File: config.mk
export PLATFORM = sky130hd
export DESIGN_NAME = sorted_priority_store
export DESIGN_NICKNAME = d
export VERILOG_FILES = /design/src/hw/rtl/sps_pkg.sv /design/src/hw/rtl/sps_cfg.sv /design/src/hw/rtl/sps_datapath.sv /design/src/hw/rtl/sps_ctrl.sv /design/src/hw/rtl/sorted_priority_store.sv
export VERILOG_INCLUDE_DIRS = /design/src /design/src/hw/rtl
export SDC_FILE = /design/constraint.sdc
export NUM_CORES = 2
export LEC_CHECK = 0
export CORE_AREA = 3 3 293 295
export CTS_CLUSTER_SIZE = 8
export DETAILED_ROUTE_END_ITERATION = 8
export DIE_AREA = 0 0 296 298
export DONT_BUFFER_PORTS = 1
export HOLD_SLACK_MARGIN = 0.1
export PLACE_DENSITY = 0.77
export SYNTH_ARGS = -nofsm -noshare
export SYNTH_HDL_FRONTEND = slang
export SYNTH_HIERARCHICAL = 1
export SYNTH_SLANG_ARGS = --single-unit
File: constraint.sdc
create_clock -name i_clk -period 6.5 [get_ports i_clk]
set_input_delay 0 -clock i_clk [delete_from_list [all_inputs] [get_ports i_clk]]
set_output_delay 0 -clock i_clk [all_outputs]
set_load 0.03 [all_outputs]
File: src/hw/rtl/sorted_priority_store_defines.svh
// ---------------------------------------------------------------------------
// Assertion macros for the sorted priority store.
// The macros expect i_clk and i_rst_n to be visible in the calling module.
// ---------------------------------------------------------------------------
`ifndef SORTED_PRIORITY_STORE_DEFINES_SVH
`define SORTED_PRIORITY_STORE_DEFINES_SVH

// Same-cycle implication, checked only outside reset.
`define SPS_ASSERT_IMPLY(lbl, ante, cons) \
    lbl: assert property (@(posedge i_clk) disable iff (!i_rst_n) (ante) |-> (cons)) \
        else $error("sorted priority store: same-cycle check failed");

// Next-cycle implication, checked only outside reset.
`define SPS_ASSERT_NEXT(lbl, ante, cons) \
    lbl: assert property (@(posedge i_clk) disable iff (!i_rst_n) (ante) |=> (cons)) \
        else $error("sorted priority store: next-cycle check failed");

`endif

File: src/hw/rtl/sps_pkg.sv
// ---------------------------------------------------------------------------
// sps_pkg
// Types and constants shared by the sorted priority store modules.
// ---------------------------------------------------------------------------
`timescale 1ns / 1ps

package sps_pkg;

    localparam int IN_TDATA_W  = 40;
    localparam int OUT_TDATA_W = 72;
    localparam int APB_ADDR_W  = 3;
    localparam int APB_DATA_W  = 32;
    localparam int PORT_VAL_W  = 32;
    localparam int COUNT_OUT_W = 5;

    // Register index, taken from paddr[2].
    localparam logic REG_EMPTY_MARKER = 1'b0;
    localparam logic [APB_DATA_W-1:0] EMPTY_MARKER_RESET = 32'hFFFF_FFFF;

    typedef enum logic [1:0] {
        OP_INSERT = 2'd0,
        OP_REMOVE = 2'd1,
        OP_QUERY  = 2'd2
    } t_op;

    typedef enum logic {
        ST_IDLE = 1'b0,
        ST_EXEC = 1'b1
    } t_state;

    // Input transaction payload, lowest field in the lowest bits.
    typedef struct packed {
        logic [5:0]            pad;
        logic [PORT_VAL_W-1:0] value;
        logic [1:0]            operation;
    } t_item;

    // Result transaction payload, lowest field in the lowest bits.
    typedef struct packed {
        logic                   is_empty;
        logic [COUNT_OUT_W-1:0] entry_count_out;
        logic [PORT_VAL_W-1:0]  min_value;
        logic                   removed_valid;
        logic [PORT_VAL_W-1:0]  removed_value;
        logic                   insert_ok;
    } t_result;

    typedef struct packed {
        logic load;
        logic exec;
    } t_dp_cmd;

endpackage

File: src/hw/rtl/sps_cfg.sv
// ---------------------------------------------------------------------------
// sps_cfg
// APB register block holding the empty marker.
// ---------------------------------------------------------------------------
`timescale 1ns / 1ps

module sps_cfg (
    input  logic                            i_clk,
    input  logic                            i_rst_n,
    input  logic                            i_psel,
    input  logic                            i_penable,
    input  logic                            i_pwrite,
    input  logic [sps_pkg::APB_ADDR_W-1:0]  i_paddr,
    input  logic [sps_pkg::APB_DATA_W-1:0]  i_pwdata,
    output logic [sps_pkg::APB_DATA_W-1:0]  o_prdata,
    output logic                            o_pready,
    output logic [sps_pkg::APB_DATA_W-1:0]  o_empty_marker
);
    import sps_pkg::*;

    logic [APB_DATA_W-1:0] r_empty_marker;
    logic                  w_wr;

    assign w_wr = i_psel && i_penable && i_pwrite && (i_paddr[2] == REG_EMPTY_MARKER);

    always_ff @(posedge i_clk) begin
        if (!i_rst_n) begin
            r_empty_marker <= EMPTY_MARKER_RESET;
        end else if (w_wr) begin
            r_empty_marker <= i_pwdata;
        end
    end

    always_comb begin
        if (i_paddr[2] == REG_EMPTY_MARKER) begin
            o_prdata = r_empty_marker;
        end else begin
            o_prdata = '0;
        end
    end

    assign o_pready       = 1'b1;
    assign o_empty_marker = r_empty_marker;

endmodule

File: src/hw/rtl/sps_datapath.sv
// ---------------------------------------------------------------------------
// sps_datapath
// Row of value cells kept in descending order, entry count, minimum
// register and result register.
// ---------------------------------------------------------------------------
`timescale 1ns / 1ps

module sps_datapath #(
    parameter int CAPACITY    = 16,
    parameter int VALUE_WIDTH = 32
) (
    input  logic                            i_clk,
    input  logic                            i_rst_n,
    input  sps_pkg::t_dp_cmd                i_cmd,
    input  sps_pkg::t_item                  i_item,
    input  logic [sps_pkg::APB_DATA_W-1:0]  i_empty_marker,
    output sps_pkg::t_result                o_result
);
    import sps_pkg::*;

    localparam int CW = $clog2(CAPACITY + 1);

    logic [1:0]             r_op;
    logic [VALUE_WIDTH-1:0] r_val;
    logic [VALUE_WIDTH-1:0] r_cells [CAPACITY];
    logic [CW-1:0]          r_count;
    logic [VALUE_WIDTH-1:0] r_min;
    t_result                r_result;

    logic [VALUE_WIDTH-1:0] n_ins   [CAPACITY];
    logic [VALUE_WIDTH-1:0] n_rem   [CAPACITY];
    logic [CAPACITY-1:0]    w_ge;
    logic [CW-1:0]          n_count;
    logic [VALUE_WIDTH-1:0] n_min;
    t_result                n_result;

    logic                   w_full;
    logic                   w_empty;
    logic                   w_ins_ok;
    logic                   w_rem_ok;
    logic [VALUE_WIDTH+PORT_VAL_W-1:0] w_in_ext;
    logic [VALUE_WIDTH+PORT_VAL_W-1:0] w_max_ext;
    logic [VALUE_WIDTH+PORT_VAL_W-1:0] w_min_ext;
    logic [CW+COUNT_OUT_W-1:0]         w_count_ext;

    // The store value follows the port bits: zero-extended or truncated.
    assign w_in_ext = {{VALUE_WIDTH{1'b0}}, i_item.value};

    always_ff @(posedge i_clk) begin
        if (i_cmd.load) begin
            r_op  <= i_item.operation;
            r_val <= w_in_ext[VALUE_WIDTH-1:0];
        end
    end

    assign w_full   = (r_count == CW'(CAPACITY));
    assign w_empty  = (r_count == '0);
    assign w_ins_ok = (r_op == OP_INSERT) && !w_full;
    assign w_rem_ok = (r_op == OP_REMOVE) && !w_empty;

    // Cell 0 holds the largest value. A cell at or above the count never
    // claims to be greater or equal, so the new value lands at the first
    // cell that is smaller or unused, and the cells behind it move down.
    genvar g;
    generate
        for (g = 0; g < CAPACITY; g++) begin : g_cell
            assign w_ge[g] = (CW'(g) < r_count) &&
                             ($signed(r_cells[g]) >= $signed(r_val));
            if (g == 0) begin : g_head
                assign n_ins[g] = w_ge[g] ? r_cells[g] : r_val;
            end else begin : g_body
                assign n_ins[g] = w_ge[g]   ? r_cells[g] :
                                  w_ge[g-1] ? r_val      : r_cells[g-1];
            end
            if (g == CAPACITY - 1) begin : g_tail
                assign n_rem[g] = r_cells[g];
            end else begin : g_move
                assign n_rem[g] = r_cells[g+1];
            end
        end
    endgenerate

    always_ff @(posedge i_clk) begin
        for (int i = 0; i < CAPACITY; i++) begin
            if (i_cmd.exec && w_ins_ok) begin
                r_cells[i] <= n_ins[i];
            end else if (i_cmd.exec && w_rem_ok) begin
                r_cells[i] <= n_rem[i];
            end
        end
    end

    always_comb begin
        n_count = r_count;
        n_min   = r_min;
        if (w_ins_ok) begin
            n_count = r_count + CW'(1);
            if (w_empty || ($signed(r_val) < $signed(r_min))) begin
                n_min = r_val;
            end
        end else if (w_rem_ok) begin
            n_count = r_count - CW'(1);
        end
    end

    assign w_max_ext   = {{PORT_VAL_W{1'b0}}, r_cells[0]};
    assign w_min_ext   = {{PORT_VAL_W{1'b0}}, n_min};
    assign w_count_ext = {{COUNT_OUT_W{1'b0}}, n_count};

    always_comb begin
        n_result.insert_ok     = w_ins_ok;
        n_result.removed_valid = w_rem_ok;
        if (w_rem_ok) begin
            n_result.removed_value = w_max_ext[PORT_VAL_W-1:0];
        end else if (r_op == OP_REMOVE) begin
            n_result.removed_value = i_empty_marker;
        end else begin
            n_result.removed_value = '0;
        end
        n_result.is_empty        = (n_count == '0);
        n_result.entry_count_out = w_count_ext[COUNT_OUT_W-1:0];
        n_result.min_value       = (n_count == '0) ? i_empty_marker
                                                   : w_min_ext[PORT_VAL_W-1:0];
    end

    always_ff @(posedge i_clk) begin
        if (!i_rst_n) begin
            r_count <= '0;
        end else if (i_cmd.exec) begin
            r_count <= n_count;
        end
    end

    always_ff @(posedge i_clk) begin
        if (i_cmd.exec) begin
            r_min    <= n_min;
            r_result <= n_result;
        end
    end

    assign o_result = r_result;

endmodule

File: src/hw/rtl/sps_ctrl.sv
// ---------------------------------------------------------------------------
// sps_ctrl
// Sequencer for one operation at a time and the result valid flag.
// ---------------------------------------------------------------------------
`timescale 1ns / 1ps

`include "sorted_priority_store_defines.svh"

module sps_ctrl (
    input  logic              i_clk,
    input  logic              i_rst_n,
    input  logic              i_in_valid,
    output logic              o_in_ready,
    output logic              o_out_valid,
    input  logic              i_out_ready,
    output sps_pkg::t_dp_cmd  o_cmd
);
    import sps_pkg::*;

    t_state r_state;
    t_state n_state;
    logic   r_out_valid;
    logic   n_out_valid;
    logic   w_accept;

    // In the idle state, a new transaction is taken once the result register is free or drains now.
    assign o_in_ready = (r_state == ST_IDLE) && (!r_out_valid || i_out_ready);
    assign w_accept   = o_in_ready && i_in_valid;

    always_comb begin
        unique case (r_state)
            ST_IDLE: begin
                n_state = w_accept ? ST_EXEC : ST_IDLE;
            end
            ST_EXEC: begin
                n_state = ST_IDLE;
            end
            default: begin
                n_state = ST_IDLE;
            end
        endcase
    end

    always_comb begin
        o_cmd.load  = 1'b0;
        o_cmd.exec  = 1'b0;
        n_out_valid = r_out_valid && !i_out_ready;
        unique case (r_state)
            ST_IDLE: begin
                o_cmd.load = w_accept;
            end
            ST_EXEC: begin
                o_cmd.exec  = 1'b1;
                n_out_valid = 1'b1;
            end
            default: begin
                o_cmd.load = 1'b0;
            end
        endcase
    end

    always_ff @(posedge i_clk) begin
        if (!i_rst_n) begin
            r_state     <= ST_IDLE;
            r_out_valid <= 1'b0;
        end else begin
            r_state     <= n_state;
            r_out_valid <= n_out_valid;
        end
    end

    assign o_out_valid = r_out_valid;

    `SPS_ASSERT_IMPLY(a_exec_out_free, r_state == ST_EXEC, !r_out_valid)
    `SPS_ASSERT_NEXT(a_accept_to_exec, w_accept, r_state == ST_EXEC)
    `SPS_ASSERT_NEXT(a_exec_gives_result, r_state == ST_EXEC, r_out_valid && (r_state == ST_IDLE))

endmodule

File: src/hw/rtl/sorted_priority_store.sv
// ---------------------------------------------------------------------------
// sorted_priority_store
// Double-ended priority store: insert, remove maximum and query on a
// descending row of value cells, with an APB register for the empty marker.
// ---------------------------------------------------------------------------
// Channel   Direction  Handshake                   Payload
// s_axis    in         tvalid / tready             operation, value
// m_axis    out        tvalid / tready             one result per operation
// apb       in/out     psel, penable, pready       empty_marker register
//
// Each operation is latched in the accept cycle, and the execute cycle
// updates all cells in parallel and loads the result register.
// s_axis_tready is high in the idle state once the result register is empty
// or is taken in the same cycle, so m_axis_tready low stalls the input.
// Reset empties the store (count zero) and sets the empty marker to -1.
// ---------------------------------------------------------------------------
`timescale 1ns / 1ps

module sorted_priority_store #(
    parameter int CAPACITY    = 16,
    parameter int VALUE_WIDTH = 32
) (
    input  logic                              i_clk,
    input  logic                              i_rst_n,
    input  logic                              s_axis_tvalid,
    output logic                              s_axis_tready,
    // operation[1:0], value[33:2], zero fill[39:34]
    input  logic [sps_pkg::IN_TDATA_W-1:0]    s_axis_tdata,
    output logic                              m_axis_tvalid,
    input  logic                              m_axis_tready,
    // insert_ok[0], removed_value[32:1], removed_valid[33], min_value[65:34],
    // entry_count_out[70:66], is_empty[71]
    output logic [sps_pkg::OUT_TDATA_W-1:0]   m_axis_tdata,
    input  logic                              psel,
    input  logic                              penable,
    input  logic                              pwrite,
    input  logic [sps_pkg::APB_ADDR_W-1:0]    paddr,
    input  logic [sps_pkg::APB_DATA_W-1:0]    pwdata,
    output logic [sps_pkg::APB_DATA_W-1:0]    prdata,
    output logic                              pready
);
    import sps_pkg::*;

    t_item                 w_item;
    t_result               w_result;
    t_dp_cmd               w_cmd;
    logic [APB_DATA_W-1:0] w_empty_marker;

    assign w_item       = s_axis_tdata;
    assign m_axis_tdata = w_result;

    sps_cfg u_cfg (
        .i_clk          (i_clk),
        .i_rst_n        (i_rst_n),
        .i_psel         (psel),
        .i_penable      (penable),
        .i_pwrite       (pwrite),
        .i_paddr        (paddr),
        .i_pwdata       (pwdata),
        .o_prdata       (prdata),
        .o_pready       (pready),
        .o_empty_marker (w_empty_marker)
    );

    sps_ctrl u_ctrl (
        .i_clk       (i_clk),
        .i_rst_n     (i_rst_n),
        .i_in_valid  (s_axis_tvalid),
        .o_in_ready  (s_axis_tready),
        .o_out_valid (m_axis_tvalid),
        .i_out_ready (m_axis_tready),
        .o_cmd       (w_cmd)
    );

    sps_datapath #(
        .CAPACITY    (CAPACITY),
        .VALUE_WIDTH (VALUE_WIDTH)
    ) u_datapath (
        .i_clk          (i_clk),
        .i_rst_n        (i_rst_n),
        .i_cmd          (w_cmd),
        .i_item         (w_item),
        .i_empty_marker (w_empty_marker),
        .o_result       (w_result)
    );

endmodule

==> out/qor.yml <==
grt:
  grt_pass1_vias: 34400
  grt_first_pass_wirelength_mm: 191
  grt.overflow.total: 0
  grt_use_met3_pct: 3.68
  track_usage_pct: 27.2
  grtUsageMet2_pct: 45.9
  gr-usage-met1_pct: 34.2
  busiest_layer: "met2"
  grt_max_degree: 170
  antenna_found_initial: 0
synth:
  syn_nets: 5031
  synthCells: 4403
  ys.flop_type: "edfxtp_1"
  synth_top_cell_area_share_pct: 42.5
  synthDistinctLibCells: 77
  synth_area_sq_um: 45900
  synth-edff-count: 650
  synthTopCellsByArea: "edfxtp_1 (43%), ha_1 (15%), mux2i_1 (11%), o21ai_0 (5.1%), a21oi_1 (4.4%)"
  postSynthAreaPerCell_sq_um: 10.4
  synthArstFlopShare_pct: 0
  synth_top_cell_by_area: "edfxtp_1"
  synth.yosys.seq_area_share_pct: 44.2
  synth-warning-count: 6
  synth.ff_latch_count: 689
floorplanning:
  start_util_pct: 55.0
  rows: 106
  die_h_microns: 298
  coreArea_sq_um: 83400
  die_w_microns: 296
  ioPinCount: 189
  die_area_sq_um: 88200
route:
  vias_per_cell: 6.31
  drt-total-wl_mm: 124
  vias: 35100
  drc: 0
  drt_iter0_drc: 3459
  first_pass_iters: 7
  ant_nets: 0
  wl_per_cell_microns: 22.2
timing:
  hold_viol: 0
  slew_violations: 0
  rsz0062_at_grt: "no"
  min_period_ps: 5480
  fin_crit_sh_pct: 84.4
  setup_viol: 0
  skew_ps: 29.1
  setup-tns-final_ps: 0
  tightest_slew_ps: 1260
  max_freq_ghz: 0.182
  relSlewSlack_pct: 16.1
layout:
  fill_cells: 6461
  multi_input_area_sq_um: 24300
  seqCellArea_sq_um: 20300
  layout_common_cells: "edfxtp_1 (650), ha_1 (546), mux2i_1 (509)"
  area_growth_pct: 10.9
  antenna_cells: 0
  final_common_cell: "edfxtp_1"
  drive_above_1_share_pct: 5.78
  final_core_util_pct: 61.0
  num-nets-final: 5061
placement:
  portBuffers: 0
  dp_hpwl_mm: 88.5
  gp_congestion: 0.926
setup_path:
  cp.required_ps: 6880
  path_max_fanout: 34
  crit_slowest_cell: "nand3_1"
  critPathBufInv: 1
  max_stage_delay_ps: 1080
  reg2reg_depth: 10
  endpoint_kind: "register"
  crit_path_start_kind: "register"
  rr_startpoint: "u_datapath/r_val[31]"
  r2r_slack_ps: 1020
  reg2reg_to: "u_datapath/r_cells[0][37]"
  path_common_cell: "o21ai_0"
  critPathTopFamily: "simple AND/OR/NAND/NOR gates"
  crit_chain: "inv_1 -> ha_1 -> nand4_1 -> nor3_1 -> nand3_1 -> or3_1 -> o21ai_0 -> a21oi_1 -> o21ai_0 -> mux2i_1"
  path_class: "register to register"
  worst_ep_arrival_time_ps: 5860
status:
  status: "finished clean"
clocking:
  cts-root-buf: "clkbuf_16"
  insertion_delay_ps: 650
  clk_pin_slew_worst_paths_ps: 50
  htreeDepth: 3
  cts.sinks: 689
  cts_tree: "yes"
  cts_resized: 0
  cts_buffers: 96
  clockBufferDepth: 3
job:
  maxCapViolCount: 0
power:
  power_leakage_uw: 0.0202
  vdd_drop_max_uv: 207
  powerDensity_nw_per_um2: 216
hold_path:
  worstHoldPathCells: 1
  min_path_type: "input port to output pin"
  holdPathEnd: "prdata[0]"
  hp-start: "paddr[2]"
==> through the flow <==
step	total power [uW]	hold slack, ps	std cells	instance area [sq um]	setup slack [ps]
floorplan	6010	98.9	4403	45900	1010
global placement	6300	98.9	5285	46900	1430
detailed placement	6350	98.9	5285	46900	1380
CTS	11000	107	5560	50900	1340
global route	11400	120	5560	50900	965
finish	11000	113	5560	50900	1020
==> layout make-up <==
class | instances | share of cell area [%]
Clock inverter | 4 | 0.0689
Timing Repair Buffer | 206 | 3.80
Clock buffer | 141 | 5.18
Multi-Input combinational cell | 3347 | 47.7
Sequential cell | 689 | 39.9
Tap cell | 1080 | 2.66
Inverter | 93 | 0.686
==> synthesized netlist by cell type, types with 22 or more instances <==
cell type and n:
edfxtp_1 650, buf_2 42, nand2_1 492, dfxtp_1 39
a21oi_1 406, ha_1 546, mux2i_1 509, nand4_1 119
or3_1 38, nor2b_1 122, nor3_1 22, o21ai_0 470
a21o_1 63, inv_1 92, clkbuf_1 217, mux2_2 37
nand3_1 67, nor2_1 206, mux2_1 29
==> worst max path at each step <==
stage / slack, ps / end / depth (start not counted) / startpoint
after detailed placement: 1380 / u_datapath/r_cells[0][61] / 10 / u_datapath/r_val[31]
final: 1020 / u_datapath/r_cells[0][37] / 10 / u_datapath/r_val[31]
after CTS: 1340 / u_datapath/r_cells[0][61] / 10 / u_datapath/r_val[31]
after global placement: 1430 / u_datapath/r_cells[0][197] / 11 / u_datapath/r_val[4]
after global routing: 970 / u_datapath/r_cells[0][61] / 10 / u_datapath/r_val[31]
after floorplan: 1010 / u_datapath/r_cells[0][224] / 12 / u_datapath/r_val[25]
==> worst register-to-register path, cell delays in order, from the launching register on <==
cell,delay [ps]
edfxtp_1,860
inv_1,630
ha_1,570
nand4_1,170
nor3_1,660
nand3_1,1080
or3_1,680
o21ai_0,120
a21oi_1,120
o21ai_0,160
mux2i_1,150
==> kinds of logic (layout without fill, tap and decap cells) <==
kind of cell | Yosys count | after routing | share of synthesized area, %
other | 1 | 1 | 0.00817
AOI/OAI and AO/OA | 1078 | 1078 | 13.0
adders and majority gates | 546 | 546 | 14.9
and+or+nand+nor | 1143 | 1143 | 11.7
DFF | 689 | 689 | 44.2
muxes | 575 | 575 | 12.7
xor gates and xnor gates | 4 | 4 | 0.0764
buffers and inverters | 367 | 444 | 3.33
==> state kept, by name, indices dropped and copies added (netlist names) <==
| signal | cells |
|---|---|
| u_datapath/r_cells | 512 |
| u_datapath/o_result | 72 |
| u_cfg/o_empty_marker | 32 |
| u_datapath/r_min | 32 |
| u_datapath/r_val | 32 |
| u_datapath/r_count | 5 |
| u_datapath/r_op | 2 |
| u_ctrl/o_out_valid | 1 |
| u_ctrl/r_state | 1 |
==> where the power goes <==
part / internal, uW / total [uW] / switching [uW]
clock: 2750 / 4630 / 1880
combinational: 465 / 1200 / 732
sequential: 5000 / 5180 / 187
==> layer usage <==
metal  wire length (microns)  vias up
met5                       0        -
met1                   49500    16700
li1                        -    16500
met3                    8920      307
met2                   58800     1581
met4                    6330        0
==> timing repair <==
action / in CTS / in global routing
setup buffers: 0 / 0
hold buffers: 130 / 0
hold endpoints to repair: 107 / 0
(Power assumes the default switching activity.)
